File: src/rtl/core/jst_pkg.sv
// Package for the JSON subset tokenizer: capacity, widths, token and mode
// codes, character constants and shared helper functions. No dependencies.
package jst_pkg;

  // Capacity of one document in bytes
  localparam int MAX_INPUT = 65536;
  // Width that holds offsets and lengths up to and including MAX_INPUT
  localparam int POS_W     = $clog2(MAX_INPUT + 1);
  localparam int OUT_W     = 16;

  localparam logic [7:0] CH_LBRACE = 8'h7B;
  localparam logic [7:0] CH_RBRACE = 8'h7D;
  localparam logic [7:0] CH_COMMA  = 8'h2C;
  localparam logic [7:0] CH_COLON  = 8'h3A;
  localparam logic [7:0] CH_QUOTE  = 8'h22;
  localparam logic [7:0] CH_SPACE  = 8'h20;
  localparam logic [7:0] CH_TAB    = 8'h09;
  localparam logic [7:0] CH_CR     = 8'h0D;
  localparam logic [7:0] CH_ZERO   = 8'h30;
  localparam logic [7:0] CH_NINE   = 8'h39;

  typedef enum logic [2:0] {
    KIND_LBRACE = 3'd0,
    KIND_RBRACE = 3'd1,
    KIND_COMMA  = 3'd2,
    KIND_COLON  = 3'd3,
    KIND_STRING = 3'd4,
    KIND_NUMBER = 3'd5,
    KIND_ERROR  = 3'd6
  } kind_t;

  typedef enum logic [1:0] {
    MODE_IDLE = 2'd0,
    MODE_STR  = 2'd1,
    MODE_NUM  = 2'd2,
    MODE_ERR  = 2'd3
  } mode_t;

  typedef struct packed {
    kind_t              kind;
    logic [OUT_W-1:0]   start_res;
    logic [OUT_W-1:0]   length;
    logic               last_of_run;
  } tok_t;

  // Tokens caused by one byte, packed from slot 0 upward
  typedef struct packed {
    logic [1:0] count;
    tok_t       tok0;
    tok_t       tok1;
  } tok_pair_t;

  // Saturate an offset or length to the 16-bit result field
  function automatic logic [OUT_W-1:0] sat16(input logic [POS_W-1:0] v);
    logic [POS_W+OUT_W-1:0] w;
    w = {{OUT_W{1'b0}}, v};
    if (w > (POS_W + OUT_W)'(17'h0FFFF)) begin
      return {OUT_W{1'b1}};
    end
    return w[OUT_W-1:0];
  endfunction

  function automatic logic is_digit(input logic [7:0] c);
    return (c >= CH_ZERO) && (c <= CH_NINE);
  endfunction

  function automatic logic is_ws(input logic [7:0] c);
    return (c == CH_SPACE) || ((c >= CH_TAB) && (c <= CH_CR));
  endfunction

endpackage

File: src/rtl/core/jst_out_fifo.sv
// Four-entry token queue: takes up to two tokens per cycle, hands out one.
// Depends on jst_pkg.
module jst_out_fifo
  import jst_pkg::*;
(
  input  logic      clk,
  input  logic      rst_n,
  input  logic      push,
  input  tok_pair_t toks,
  output logic      room2,
  output logic      out_valid,
  input  logic      out_ready,
  output tok_t      out_tok
);

  tok_t       mem_r [4];
  logic [1:0] wr_ptr_r, wr_ptr_nxt, rd_ptr_r, rd_ptr_nxt;
  logic [2:0] count_r, count_nxt;
  logic       pop;
  logic [1:0] n_push;

  assign n_push    = push ? toks.count : 2'd0;
  assign pop       = out_valid && out_ready;
  assign out_valid = (count_r != 3'd0);
  assign out_tok   = mem_r[rd_ptr_r];
  assign room2     = (count_r <= 3'd2);

  always_comb begin
    wr_ptr_nxt = wr_ptr_r + n_push;
    rd_ptr_nxt = rd_ptr_r + 2'(pop);
    count_nxt  = count_r + 3'(n_push) - 3'(pop);
  end

  // Store payload
  always_ff @(posedge clk) begin
    if (n_push != 2'd0) begin
      mem_r[wr_ptr_r] <= toks.tok0;
    end
    if (n_push == 2'd2) begin
      mem_r[wr_ptr_r + 2'd1] <= toks.tok1;
    end
  end

  always_ff @(posedge clk) begin
    if (!rst_n) begin
      wr_ptr_r <= '0;
      rd_ptr_r <= '0;
      count_r  <= '0;
    end else begin
      wr_ptr_r <= wr_ptr_nxt;
      rd_ptr_r <= rd_ptr_nxt;
      count_r  <= count_nxt;
    end
  end

endmodule
File: config.mk
export PLATFORM = sky130hd
export DESIGN_NAME = jst_out_fifo
export DESIGN_NICKNAME = d
export VERILOG_FILES = /design/src/rtl/core/jst_pkg.sv /design/src/rtl/core/jst_out_fifo.sv
export SDC_FILE = /design/constraint.sdc
export NUM_CORES = 1
export LEC_CHECK = 0
export BUFFER_PORTS_ARGS = -buffer_cell sky130_fd_sc_hd__buf_2
export CAP_MARGIN = 20
export CORE_UTILIZATION = 42
export CTS_CLUSTER_DIAMETER = 60
export DETAILED_ROUTE_END_ITERATION = 8
export PLACE_DENSITY_LB_ADDON = 0.05
export SLEW_MARGIN = 15
export SYNTH_ARGS = -nofsm -noshare
export SYNTH_HDL_FRONTEND = slang
export SYNTH_SLANG_ARGS = --single-unit
File: constraint.sdc
create_clock -name clk -period 6.1 [get_ports clk]
set_clock_uncertainty 0.05 [all_clocks]
set_input_delay 0.915 -clock clk [delete_from_list [all_inputs] [get_ports clk]]
set_output_delay 0.915 -clock clk [all_outputs]
set_load 0.03 [all_outputs]
Yosys cells after proc, flatten, opt, wreduce, memory -nomap -nowiden:

Memory sizes are Yosys's and may differ from the RTL's. A register that Yosys moved wholly into a read port is not among the register bits.
Cells that the tools add are included.

* bits in registers: 7
* RAM bits: 144
* bits of input ports: 78
* output and inout port bits: 38
* word-level logic and storage cells: 20
* memories kept: 1

* $add $sub $neg: 5
* magnitude comparators: 1
* equal/unequal tests: 1
* muxes and demuxes: 6
* reduce and logical (&&, ||, !) cells: 3

Memory list
* mem_r: depth 4, bits a word 36, read ports 1, clocked after memory_dff 1, wr ports 2, line jst_out_fifo.sv:16 `tok_t mem_r [4];`

Operators by type and width (count)
* 1-bit two-way mux: 4
* 2-bit two-way mux: 2
* 3-bit by 2-bit adder with 3-bit output: 1
* 3-bit by 2-bit less-or-equal comparator with 1-bit output (second input constant): 1
* 3-bit nonzero test: 1
* 3-bit by 1-bit subtractor with 3-bit output: 1
* 2-bit by 1-bit adder with 2-bit output: 1
* 2-bit by 1-bit adder with 2-bit output (second input constant): 1
* 2-bit adder: 1
* 2-bit == test (second input constant): 1
* 2-bit nonzero test: 1
* 1-bit logical AND: 1

Logic depth before layout (Yosys ltp):

* word-level depth: 4
* mapped depth: 9

Worst setup path before layout:

OpenSTA, ideal clock, no wires.

* path kind: input -> register
* start point: input toks[72] (netlist bit)
* end point: memory mem_r[1][0] (netlist bit) (enable)
* arrival time: 3.121 ns
* required time: 5.620 ns
* slack: 2.499 ns
* stages: 4
* buffers on the path: 1
* path through: clkbuf_1 -> mux2_2 -> nand2_1 -> nor2_1

RTL lines
* start, declared: line jst_out_fifo.sv:9 `input tok_pair_t toks,`
* end, declared: line jst_out_fifo.sv:16

==> flow_metrics.py <==
metrics = {
    "status": {
        "outcome": "completed",
    },
    "synth": {
        "synth_ff_type": "edfxtp_1",
        "post_synth_and_or_nand_nor_area_fraction_pct": 2.65,
        "post_synth.cell_area_avg_sq_um": 18.9,
        "synthesis.nets": 482,
        "adder_cell_share_of_the_synthesized_area_pct": 0.763,
        "synth.yosys.warnings": 0,
        "ys_seq_elements": 151,
        "synth_edf_count": 144,
        "synthCells": 400,
        "syn-cell-area_sq_mm": 0.00754,
        "synthDistinctLibCells": 34,
        "yosys.area_share.xor_xnor_pct": 0.697,
        "seq_total_area_yosys_pct": 59.2,
        "post_synth_mux_area_share_pct": 33.9,
        "synth-async-reset-ratio_pct": 0,
        "synth_top_family_by_area": "multiplexers",
        "synth_compound_area_share_pct": 0.481,
    },
    "worst_setup_path": {
        "critical_path.max_stage_delay_ns": 0.93,
        "worstSetupEndpointType": "primary output",
        "ff_to_ff_end": "mem_r[1][15]",
        "worstPathArrival_ns": 2.18,
        "ff2ff_path_depth": 3,
        "worst-path-max-fanout": 38,
        "cpMaxStageDelayCell": "dfxtp_4",
        "critical_path.startpoint_type": "register",
        "critical_path_required_ns": 5.13,
        "timing.rr.start": "wr_ptr_r[1]",
        "crit_chain": "mux4_2, buf_2",
        "reg2reg_setup_slack_ns": 3.60,
        "critical_path_start_end_classification": "reg -> out",
    },
    "global_routing": {
        "grt.met3_usage_pct": 4.70,
        "number_of_global_route_vias_before_repair": 4337,
        "gr-max-usage-layer": "met2",
        "grt_first_pass_wirelength_mm": 25.0,
        "grt_util_met1_pct": 23.7,
        "globalRouteMet2Util_pct": 31.6,
        "groute.usage.overall_pct": 18.9,
        "antenna_violations_before_repair": 1,
        "grt_overflow": 0,
        "grt_max_degree": 39,
    },
    "cts": {
        "worstSkewPairLatency_ns": 0.42,
        "cts_setup_buffers": 0,
        "cts_hold_buffers": 0,
        "clock_path_buffers": 2,
        "cts_tree": "built",
        "post_cts.resized_instances": 0,
        "clock_sinks": 151,
        "number_of_h_tree_levels": 4,
        "cts_made_buffers": 17,
        "cts-root-buf": "clkbuf_16",
        "clk_pin_slew_ns": 0.06,
    },
    "power": {
        "power_w": 0.00324,
        "share_of_total_power_in_sequential_cells_pct": 40.4,
        "internal_power_w": 0.00231,
        "proportion_of_power_drawn_by_the_clock_network_pct": 37.1,
        "switching_power_w": 0.000925,
        "power-per-cell-area_mw_per_mm2": 359,
        "power_switching_share_pct": 28.6,
        "power.static_leakage_nw": 3.25,
        "share_comb_of_total_power_pct": 22.5,
        "vdd.ir_drop.worst_v": 0.000291,
    },
    "floorplanning": {
        "die_h_microns": 136,
        "core_region_area_sq_mm": 0.0174,
        "pin_count": 116,
        "initial_core_utilization_pct": 43.3,
        "placement_rows": 48,
        "die_w_microns": 136,
        "design.die.area_sq_mm": 0.0185,
    },
    "layout": {
        "area_delta_synth_final_pct": 19.4,
        "top_library_cells_by_usage_in_the_layout_fill_and_taps_aside": "edfxtp_1 (144), buf_2 (115), mux2_2 (111), mux4_2 (36), mux2_4 (30)",
        "fillers": 1467,
        "layout.cells.most_common": "edfxtp_1",
        "drive_gt1_share_pct": 64.5,
        "finalCoreUtilization_pct": 51.7,
        "num-nets-final": 601,
    },
    "timing": {
        "maxSlewHeadroom_pct": 41.8,
        "maxClockFrequency_mhz": 318,
        "post-route-period-util_pct": 51.5,
        "setup_tns_ns": 0,
        "unrepaired_setup_endpoints_after_global_routing": "no",
        "setup_viol": 0,
        "min_period_ns": 3.14,
        "hold_violations": 0,
        "worst-slew-pin-transition_ns": 0.874,
        "finalHoldWorstSlack_ns": 0.588,
        "setup_slack_ns": 2.96,
        "drv_slew": 0,
    },
    "detailed_routing": {
        "detail_route.vias_per_cell": 5.37,
        "detail_route.first_pass.iterations": 4,
        "detail_route.drc_violations": 0,
        "wl_per_cell_microns": 21.9,
        "detail_route.iter0.violations": 201,
        "drtAntennaViolNets": 0,
        "drt_wl_total_mm": 16.6,
        "vias_after_detailed_routing": 4070,
    },
    "place": {
        "finalWeightedCongestion": 0.719,
        "io_buffer_count": 115,
        "hpwl_mm": 9.70,
        "dp_worst_setup_slack_ns": 3.02,
    },
    "worst_hold_path": {
        "holdPathStages": 2,
        "timing.hold.worst.class": "reg -> reg",
        "origin_of_the_worst_min_delay_path": "count_r[2]",
        "hold_end": "count_r[2]",
    },
    "job": {
        "drv.max_cap_violation_count": 0,
    },
}
[synthesized netlist by cell type (all sizes together), types with 3 or more instances]
cell type / n / area (sq um)
and2: 7 / 43.8
buf: 19 / 145
clkbuf: 5 / 18.8
dfxtp: 7 / 140
edfxtp: 144 / 4320
ha: 3 / 37.5
inv: 3 / 11.3
mux2: 145 / 1750
mux4: 36 / 811
nand2: 5 / 26.3
xnor2: 5 / 43.8
[how the worst max path moves through the flow]
| stage | start | end |
|---|---|---|
| final | rd_ptr_r[0] | out_tok[18] |
| after global routing | rd_ptr_r[0] | out_tok[34] |
| after CTS | rd_ptr_r[0] | out_tok[34] |
| after detailed placement | push | mem_r[1][3] |
| after global placement | push | mem_r[1][22] |
| after floorplan | toks[72] | mem_r[1][0] |
[area by class of cell]
| type | instances | area, sq um | share of cell area, % |
|---|---|---|---|
| multi-input cells | 222 | 2920 | 32.4 |
| well taps | 225 | 282 | 3.13 |
| diodes | 1 | 2.50 | 0.0278 |
| clock inverters | 15 | 250 | 2.78 |
| flip-flops and latches | 151 | 4470 | 49.6 |
| repair buffers | 124 | 643 | 7.14 |
| clock buffers | 17 | 425 | 4.73 |
| inverters | 3 | 11.3 | 0.125 |
[power groups by stage]
stage	combinational (W)	clock, W	sequential (W)
after floorplan	0.000602	0	0.00125
final	0.000726	0.00120	0.00131
after global placement	0.000731	0	0.00134
after detailed placement	0.000736	0	0.00134
after CTS	0.000739	0.00122	0.00132
after global routing	0.000775	0.00126	0.00133
[cell families (layout without fill, tap and decap cells)]
logic type	Yosys count	after routing
other cells	0	1
flops	151	151
xor+xnor	6	6
mux	181	181
simple gates	26	26
buf+inv	27	159
compound gates	5	5
fa+ha+maj	4	4
[stage by stage]
step / instance area (sq um) / cells
after floorplan: 7540 / 400
after global placement: 8320 / 725
after detailed placement: 8320 / 725
after CTS: 9000 / 757
after global routing: 9000 / 757
final: 9000 / 758
[registers in the layout, summed over array words and instances (netlist names)]
| name | count |
|---|---|
| mem_r | 144 |
| count_r | 3 |
| rd_ptr_r | 2 |
| wr_ptr_r | 2 |
[per-layer routing]
| metal | up-vias | share of wire [%] |
|---|---|---|
| met3 | 23 | 4.4 |
| met5 | - | 0.060 |
| met2 | 102 | 51 |
| met4 | 2 | 1.5 |
| li1 | 1876 | - |
| met1 | 2067 | 43 |
[critical path, delay by kind of cell, from the launching register on]
family	cells	cell delay, ns
buf+inv	1	0.19
flops	1	0.93
mux	1	0.61
(Power assumes the default switching activity.)
