--- config.mk ---
export PLATFORM = sky130hd
export DESIGN_NAME = jst_lexer
export DESIGN_NICKNAME = d
export VERILOG_FILES = /design/src/rtl/core/jst_pkg.sv /design/src/rtl/core/jst_lexer.sv
export SDC_FILE = /design/constraint.sdc
export NUM_CORES = 1
export LEC_CHECK = 0
export BUFFER_PORTS_ARGS = -buffer_cell sky130_fd_sc_hd__buf_4
export CAP_MARGIN = 40
export CORE_UTILIZATION = 45
export DETAILED_ROUTE_END_ITERATION = 12
export PLACE_DENSITY = 0.66
export SLEW_MARGIN = 20
export SYNTH_ARGS = -nofsm -noshare
export SYNTH_HDL_FRONTEND = slang
export SYNTH_SLANG_ARGS = --single-unit
--- constraint.sdc ---
create_clock -name clk -period 10.89 [get_ports clk]
set_input_delay 1.6335 -clock clk [delete_from_list [all_inputs] [get_ports clk]]
set_output_delay 1.6335 -clock clk [all_outputs]
set_load 0.1 [all_outputs]
--- src/rtl/core/jst_pkg.sv ---
// Package for the JSON subset tokenizer: capacity, widths, token and mode
// codes, character constants and shared helper functions. No dependencies.
package jst_pkg;

  // Capacity of one document in bytes
  localparam int MAX_INPUT = 65536;
  // Width that holds offsets and lengths up to and including MAX_INPUT
  localparam int POS_W     = $clog2(MAX_INPUT + 1);
  localparam int OUT_W     = 16;

  localparam logic [7:0] CH_LBRACE = 8'h7B;
  localparam logic [7:0] CH_RBRACE = 8'h7D;
  localparam logic [7:0] CH_COMMA  = 8'h2C;
  localparam logic [7:0] CH_COLON  = 8'h3A;
  localparam logic [7:0] CH_QUOTE  = 8'h22;
  localparam logic [7:0] CH_SPACE  = 8'h20;
  localparam logic [7:0] CH_TAB    = 8'h09;
  localparam logic [7:0] CH_CR     = 8'h0D;
  localparam logic [7:0] CH_ZERO   = 8'h30;
  localparam logic [7:0] CH_NINE   = 8'h39;

  typedef enum logic [2:0] {
    KIND_LBRACE = 3'd0,
    KIND_RBRACE = 3'd1,
    KIND_COMMA  = 3'd2,
    KIND_COLON  = 3'd3,
    KIND_STRING = 3'd4,
    KIND_NUMBER = 3'd5,
    KIND_ERROR  = 3'd6
  } kind_t;

  typedef enum logic [1:0] {
    MODE_IDLE = 2'd0,
    MODE_STR  = 2'd1,
    MODE_NUM  = 2'd2,
    MODE_ERR  = 2'd3
  } mode_t;

  typedef struct packed {
    kind_t              kind;
    logic [OUT_W-1:0]   start_res;
    logic [OUT_W-1:0]   length;
    logic               last_of_run;
  } tok_t;

  // Tokens caused by one byte, packed from slot 0 upward
  typedef struct packed {
    logic [1:0] count;
    tok_t       tok0;
    tok_t       tok1;
  } tok_pair_t;

  // Saturate an offset or length to the 16-bit result field
  function automatic logic [OUT_W-1:0] sat16(input logic [POS_W-1:0] v);
    logic [POS_W+OUT_W-1:0] w;
    w = {{OUT_W{1'b0}}, v};
    if (w > (POS_W + OUT_W)'(17'h0FFFF)) begin
      return {OUT_W{1'b1}};
    end
    return w[OUT_W-1:0];
  endfunction

  function automatic logic is_digit(input logic [7:0] c);
    return (c >= CH_ZERO) && (c <= CH_NINE);
  endfunction

  function automatic logic is_ws(input logic [7:0] c);
    return (c == CH_SPACE) || ((c >= CH_TAB) && (c <= CH_CR));
  endfunction

endpackage

--- src/rtl/core/jst_lexer.sv ---
// Lexer state machine: mode, position and pending token registers, and the
// per-byte token decode. Depends on jst_pkg.
module jst_lexer
  import jst_pkg::*;
(
  input  logic       clk,
  input  logic       rst_n,
  input  logic       advance,
  input  logic [7:0] ch,
  input  logic       end_of_input,
  output tok_pair_t  toks
);

  mode_t            mode_r, mode_nxt, mode_mid;
  logic [POS_W-1:0] position_r, position_nxt;
  logic [POS_W-1:0] token_start_r, token_start_nxt, start_mid;
  logic [POS_W-1:0] token_length_r, token_length_nxt, len_mid;

  logic c_digit, c_ws, c_quote, c_punct, cap, idle_handle;
  kind_t punct_kind;
  logic [POS_W-1:0] len_bump;

  always_comb begin
    c_punct    = 1'b1;
    punct_kind = KIND_LBRACE;
    if (ch == CH_LBRACE) begin
      punct_kind = KIND_LBRACE;
    end else if (ch == CH_RBRACE) begin
      punct_kind = KIND_RBRACE;
    end else if (ch == CH_COMMA) begin
      punct_kind = KIND_COMMA;
    end else if (ch == CH_COLON) begin
      punct_kind = KIND_COLON;
    end else begin
      c_punct = 1'b0;
    end
  end

  assign c_digit  = is_digit(ch);
  assign c_ws     = is_ws(ch);
  assign c_quote  = (ch == CH_QUOTE);
  assign cap      = (position_r >= POS_W'(MAX_INPUT));
  assign len_bump = (token_length_r < POS_W'(MAX_INPUT)) ? token_length_r + 1'b1
                                                          : token_length_r;
  // Byte goes through idle handling: idle mode, or a digit run just ended
  assign idle_handle = (mode_r != MODE_ERR) && !cap &&
                       ((mode_r == MODE_IDLE) || ((mode_r == MODE_NUM) && !c_digit));

  // Next state
  always_comb begin
    mode_mid  = mode_r;
    start_mid = token_start_r;
    len_mid   = token_length_r;
    if (mode_r != MODE_ERR) begin
      if (cap) begin
        mode_mid = MODE_ERR;
      end else if (mode_r == MODE_STR) begin
        if (c_quote) begin
          mode_mid = MODE_IDLE;
        end else begin
          len_mid = len_bump;
        end
      end else if (mode_r == MODE_NUM) begin
        if (c_digit) begin
          len_mid = len_bump;
        end else begin
          mode_mid = MODE_IDLE;
        end
      end
    end
    if (idle_handle && !c_ws && !c_punct) begin
      if (c_quote) begin
        mode_mid  = MODE_STR;
        start_mid = position_r + 1'b1;
        len_mid   = '0;
      end else if (c_digit) begin
        mode_mid  = MODE_NUM;
        start_mid = position_r;
        len_mid   = POS_W'(1);
      end else begin
        mode_mid  = MODE_ERR;
      end
    end

    mode_nxt         = mode_r;
    position_nxt     = position_r;
    token_start_nxt  = token_start_r;
    token_length_nxt = token_length_r;
    if (advance) begin
      if (end_of_input) begin
        mode_nxt         = MODE_IDLE;
        position_nxt     = '0;
        token_start_nxt  = '0;
        token_length_nxt = '0;
      end else begin
        mode_nxt         = mode_mid;
        token_start_nxt  = start_mid;
        token_length_nxt = len_mid;
        if ((mode_r != MODE_ERR) && !cap) begin
          position_nxt = position_r + 1'b1;
        end
      end
    end
  end

  // Token outputs: stage token, idle-handling token, end-of-input flush
  always_comb begin
    tok_t c1, c2, c3;
    logic c1v, c2v, c3v;
    c1  = '{kind: KIND_ERROR, start_res: sat16(position_r), length: '0, last_of_run: 1'b0};
    c2  = '{kind: punct_kind, start_res: sat16(position_r), length: '0, last_of_run: 1'b0};
    c3  = '{kind: (mode_mid == MODE_STR) ? KIND_STRING : KIND_NUMBER,
            start_res: sat16(start_mid), length: sat16(len_mid), last_of_run: 1'b0};
    c1v = 1'b0;
    c2v = 1'b0;
    c3v = end_of_input && ((mode_mid == MODE_STR) || (mode_mid == MODE_NUM));
    if (mode_r != MODE_ERR) begin
      if (cap) begin
        c1v = 1'b1;
      end else if ((mode_r == MODE_STR) && c_quote) begin
        c1v = 1'b1;
        c1  = '{kind: KIND_STRING, start_res: sat16(token_start_r),
                length: sat16(token_length_r), last_of_run: 1'b0};
      end else if ((mode_r == MODE_NUM) && !c_digit) begin
        c1v = 1'b1;
        c1  = '{kind: KIND_NUMBER, start_res: sat16(token_start_r),
                length: sat16(token_length_r), last_of_run: 1'b0};
      end
    end
    if (idle_handle && !c_ws && !c_quote && !c_digit) begin
      c2v = 1'b1;
      if (!c_punct) begin
        c2.kind = KIND_ERROR;
      end
    end

    toks.count = 2'(c1v) + 2'(c2v) + 2'(c3v);
    if (c1v) begin
      toks.tok0 = c1;
      toks.tok1 = c2v ? c2 : c3;
    end else if (c2v) begin
      toks.tok0 = c2;
      toks.tok1 = c3;
    end else begin
      toks.tok0 = c3;
      toks.tok1 = c3;
    end
    toks.tok0.last_of_run = (toks.count == 2'd1);
    toks.tok1.last_of_run = 1'b1;
  end

  always_ff @(posedge clk) begin
    if (!rst_n) begin
      mode_r         <= MODE_IDLE;
      position_r     <= '0;
      token_start_r  <= '0;
      token_length_r <= '0;
    end else begin
      mode_r         <= mode_nxt;
      position_r     <= position_nxt;
      token_start_r  <= token_start_nxt;
      token_length_r <= token_length_nxt;
    end
  end

endmodule

Yosys cells after proc, flatten, opt, wreduce, memory -nomap -nowiden
Index checks and enable logic that the tools add are counted.
{ "totals": {"output_inout_bits": 74, "elab_cells": 134, "ff_bits": 53, "mem_bits_ro": 0, "ram_bits": 0, "mem_count": 0, "inputBits": 12, "latch_bits": 0} }
{ "classes": {"bitwise": 0, "reduce_logical": 22, "mul": 0, "shifts": 0, "n_lt_le_gt_ge": 11, "mux": 81, "n_addsub": 4, "n_div": 0, "eq_ne": 12} }
{ "ops": {"columns": ["cell", "count"], "rows": [
  ["17-bit 2-to-1 mux", 17],
  ["16-bit 2-to-1 mux", 12],
  ["72-bit 2-to-1 mux", 2],
  ["35-bit 2-to-1 mux", 4],
  ["17-bit by 16-bit greater-than comparator with 1-bit output, second input constant", 5],
  ["36-bit 2-to-1 mux", 1],
  ["17-bit by 1-bit adder with 17-bit output, second input constant", 2],
  ["8-bit by 6-bit equality test with 1-bit output, second input constant", 4],
  ["1-bit 2-to-1 mux", 30],
  ["2-bit 2-to-1 mux", 13],
  ["17-bit >= comparator, second input constant", 1],
  ["17-bit < comparator, second input constant", 1],
  ["8-bit by 7-bit equality test with 1-bit output, second input constant", 2],
  ["1-bit logical AND", 11],
  ["8-bit by 4-bit >= comparator with 1-bit output, second input constant", 1],
  ["8-bit by 6-bit >= comparator with 1-bit output, second input constant", 1],
  ["8-bit by 4-bit <= comparator with 1-bit output, second input constant", 1],
  ["8-bit by 6-bit <= comparator with 1-bit output, second input constant", 1],
  ["2-bit by 1-bit equality test with 1-bit output, second input constant", 3],
  ["3-bit 2-to-1 mux", 2],
  ["1-bit logical NOT", 5],
  ["2-bit equality test, second input constant", 2],
  ["1-bit logical OR", 3],
  ["1-bit by 1-bit adder with 2-bit output", 1],
  ["5 further kinds", 5]
]} }

Logic depth before layout (Yosys ltp)
{ "logic_depth": {"ltp_word": 15, "depth_mapped": 12, "depth_no_buf": 11} }

Worst setup path before layout
No wires, ideal clock.
{ "synth_path": {"path_kind": "input -> output", "startpoint": "input ch[0]", "endpoint": "output toks[48] in the netlist's numbering", "cell_stages": 6, "required_time_ns": 9.257, "slack_ns": 2.630, "n_path_buf": 0, "arrival_ns": 6.627, "cell_sequence": "or4b_1 -> o41a_1 -> nand2_1 -> or3_1 -> nand3_1 -> o311ai_0"} }
{ "synth_rtl": {"columns": ["item", "line", "source"], "rows": [
  ["start: declaration", "jst_lexer.sv:9", "input logic [7:0] ch,"],
  ["end: declaration", "jst_lexer.sv:11", "output tok_pair_t toks"]
]} }

==> out/results.ini <==
[power]
clockPowerShare_pct=27.9
powerDensity_nw_per_um2=91.95
leakage_nw=2.202
vdd_drop_max_v=0.00005475
internal-power_uw=302.7
p_sw_uw=220.0
p_seq_share_pct=37.9
share_comb_of_total_power_pct=34.2
p_sw_share_pct=42.08

[yosys]
synth_edf_count=0
yosysSeqAreaShare_pct=21.36
ys_top_cells_by_area=dfxtp_1 (21%), o21ai_0 (6.5%), nor2_1 (5.7%), a21oi_1 (5.0%), clkbuf_1 (3.6%)
synth.largest_area_cell=dfxtp_1
postSynthCellCount=717
yosysWarnings=0
synth_top_area_share_pct=21.36
synthDistinctLibCells=75
ys.flop_type=dfxtp_1
async_flop_share_pct=0
ys_seq_elements=53
syn-num-nets=735
avgSynthCellArea_um2=6.928
synth_area_um2=4967

[route]
wirelength_mm=17.09
ant_nets=0
drt-pass1-iter-count=6
via_per_inst=6.578
wl_per_cell_um=19.22
num_vias=5848
drc_errors=0
drt-initial-drc-count=589

[flow_run]
maxCapViolations=0

[cts]
clk_latency_ns=0.33
htreeDepth=2
cts.sinks=53
cts_tree=built
cts_buffers=5
cts_buffer_depth=2
post_cts_resized=0
clkSlewWorstSetupHoldPaths_ns=0.11
post_cts_buffers=0
postCtsHoldBufs=0
cts_root_buf=clkbuf_8

[status]
outcome=finished, final reports clean

[grt]
grt_max_degree=62
grt_pass1_wl_mm=27.67
overflow=0
antenna_found_initial=0
grtUsageTotal_pct=30.20
grt_pass1_vias=5345

[worst_setup_path]
worstPathCellList=buf_4 -> or4b_1 -> o41a_1 -> and2_1 -> nand3_1 -> nor2_1 -> a31oi_1 -> ha_1 -> nand2b_1 -> fa_1 -> nor2_1 -> buf_4
cpPeakStageDelay_ns=0.61
start_kind=primary input
crit_path_top_delay_cell=or4b_1
cp.required_ns=9.26
path_delay_family=simple AND/OR/NAND/NOR gates
crit_path_end_kind=output port
worstSetupPathType=in -> out
crit_buf_inv=2
crit_arrival_ns=5.10
worstPathMaxFanout=12

[timing]
hold_violations=0
holdWs_ns=0.5268
max_slew_margin_pct=42.36
max_clock_freq_mhz=148.5
min_period_over_period_pct=61.85
skew_ns=0.01229
fin_setup_tns_ns=0
rsz0062_at_grt=false
tightest_slew_ns=0.8614
drv_slew=0
setup_viol=0
finalCriticalPeriod_ns=6.736

[die]
fp-row-count=37
dieArea_um2=11460
ios=86
die_h_um=107.1
start_util_pct=47.27
die_w_um=107.1
core_area_um2=10510

[placed_design]
gp_congestion=0.9217
io_buffers=84
hpwl_mm=11.95

[layout]
drive_gt1_share_pct=16.73
diodes=0
nets=770
area_delta_synth_final_pct=14.43
fill_cells=1031
post-route-util_pct=54.09

[min_path]
min_path_type=reg -> reg

==> cells in the final DEF (no fill, tap or decap), drive strengths merged, types with 7 or more instances in the layout <==
master | Yosys | routed
a21boi | 14 | 14
a21o | 9 | 9
a21oi | 50 | 50
a22o | 9 | 9
a31oi | 18 | 18
and2 | 21 | 21
and3 | 8 | 8
buf | 21 | 97
dfxtp | 53 | 53
inv | 13 | 14
nand2 | 43 | 43
nand2b | 8 | 8
nand3 | 30 | 30
nand4 | 15 | 15
nor2 | 75 | 75
nor2b | 16 | 16
nor3 | 36 | 36
o211ai | 7 | 7
o21ai | 67 | 67
o221ai | 17 | 17
o31ai | 11 | 11
or3 | 18 | 18
==> routing by layer <==
layer	wire length, um	share of wire [%]	track usage [%]
met3	1454	8.5	3.830
met5	0	0	0
met2	7942	46	50.18
met1	7485	44	41.14
met4	207	1.2	7.632
==> kinds of logic after synthesis <==
kind of cell | synth area share (%)
other | 0.07549
AND/OR/NAND/NOR | 32.14
XOR/XNOR | 1.411
buffers and inverters | 7.229
flip-flops | 21.36
adder cells (fa/ha/maj) | 1.662
AO/OA/AOI/OAI | 35.32
multiplexers | 0.8061
==> cell type report <==
type | count | area [um^2] | area share (%)
Multi-Input combinational cell | 582 | 3555 | 62.54
Sequential cell | 53 | 1061 | 18.67
Timing Repair Buffer | 97 | 737.0 | 12.97
Tap cell | 136 | 170.2 | 2.994
Clock buffer | 5 | 68.82 | 1.211
Inverter | 13 | 48.80 | 0.8585
Clock inverter | 3 | 43.79 | 0.7704
==> worst min-delay path: stages (launching register included) <==
cell and delay [ns]:
dfxtp_1 0.37, nand3_1 0.08, nand2_1 0.04
==> registers in the layout, summed over array words and instances (netlist names) <==
register        cells
mode_r              2
token_start_r      17
token_length_r     17
position_r         17
==> Yosys cell counts (6+ instances only) <==
library cell  count
a22oi_1           6
and3_1            8
a21boi_0         13
a22o_1            9
nand2b_1          8
nand2_1          41
nand4_1          14
nor3_1           34
a31oi_1          18
o31ai_1          11
o22ai_1           6
clkbuf_1         48
o21ai_0          65
nor2_1           75
dfxtp_1          53
a2bb2oi_1         6
nor2b_1          16
a21oi_1          50
buf_4             6
or3_1            17
o221ai_1         16
buf_2            11
inv_1            12
and2_1           20
a211o_1           6
a21o_1            9
nand3_1          29
o211ai_1          7
==> metrics by stage <==
step | setup slack [ns] | total power, mW | cells | instance area [um^2]
floorplan | 2.630 | 0.3383 | 717 | 4967
global placement | 4.294 | 0.3762 | 877 | 5529
detailed placement | 4.185 | 0.3793 | 880 | 5560
CTS | 4.183 | 0.5221 | 888 | 5673
global route | 3.969 | 0.5398 | 889 | 5684
finish | 4.154 | 0.5227 | 889 | 5684
==> power by group through the flow <==
stage | clock, mW | sequential, mW | combinational (mW)
final | 0.146 | 0.198 | 0.179
after global routing | 0.154 | 0.199 | 0.188
after CTS | 0.147 | 0.198 | 0.177
after detailed placement | 0 | 0.203 | 0.177
after global placement | 0 | 0.202 | 0.174
after floorplan | 0 | 0.200 | 0.138
==> worst paths after layout <==
| kind | start | to | slack [ns] | cells past startpoint |
|---|---|---|---|---|
| worst min-delay path | token_length_r[5] | token_length_r[5] | 0.53 | 2 |
| worst min register to register | token_length_r[5] | token_length_r[5] | 0.53 | 2 |
| worst max register to register | position_r[16] | token_start_r[4] | 8.16 | 9 |
| worst max-delay path | ch[0] | toks[36] | 4.15 | 12 |
Note: power is estimated with default switching activity, not from simulation.
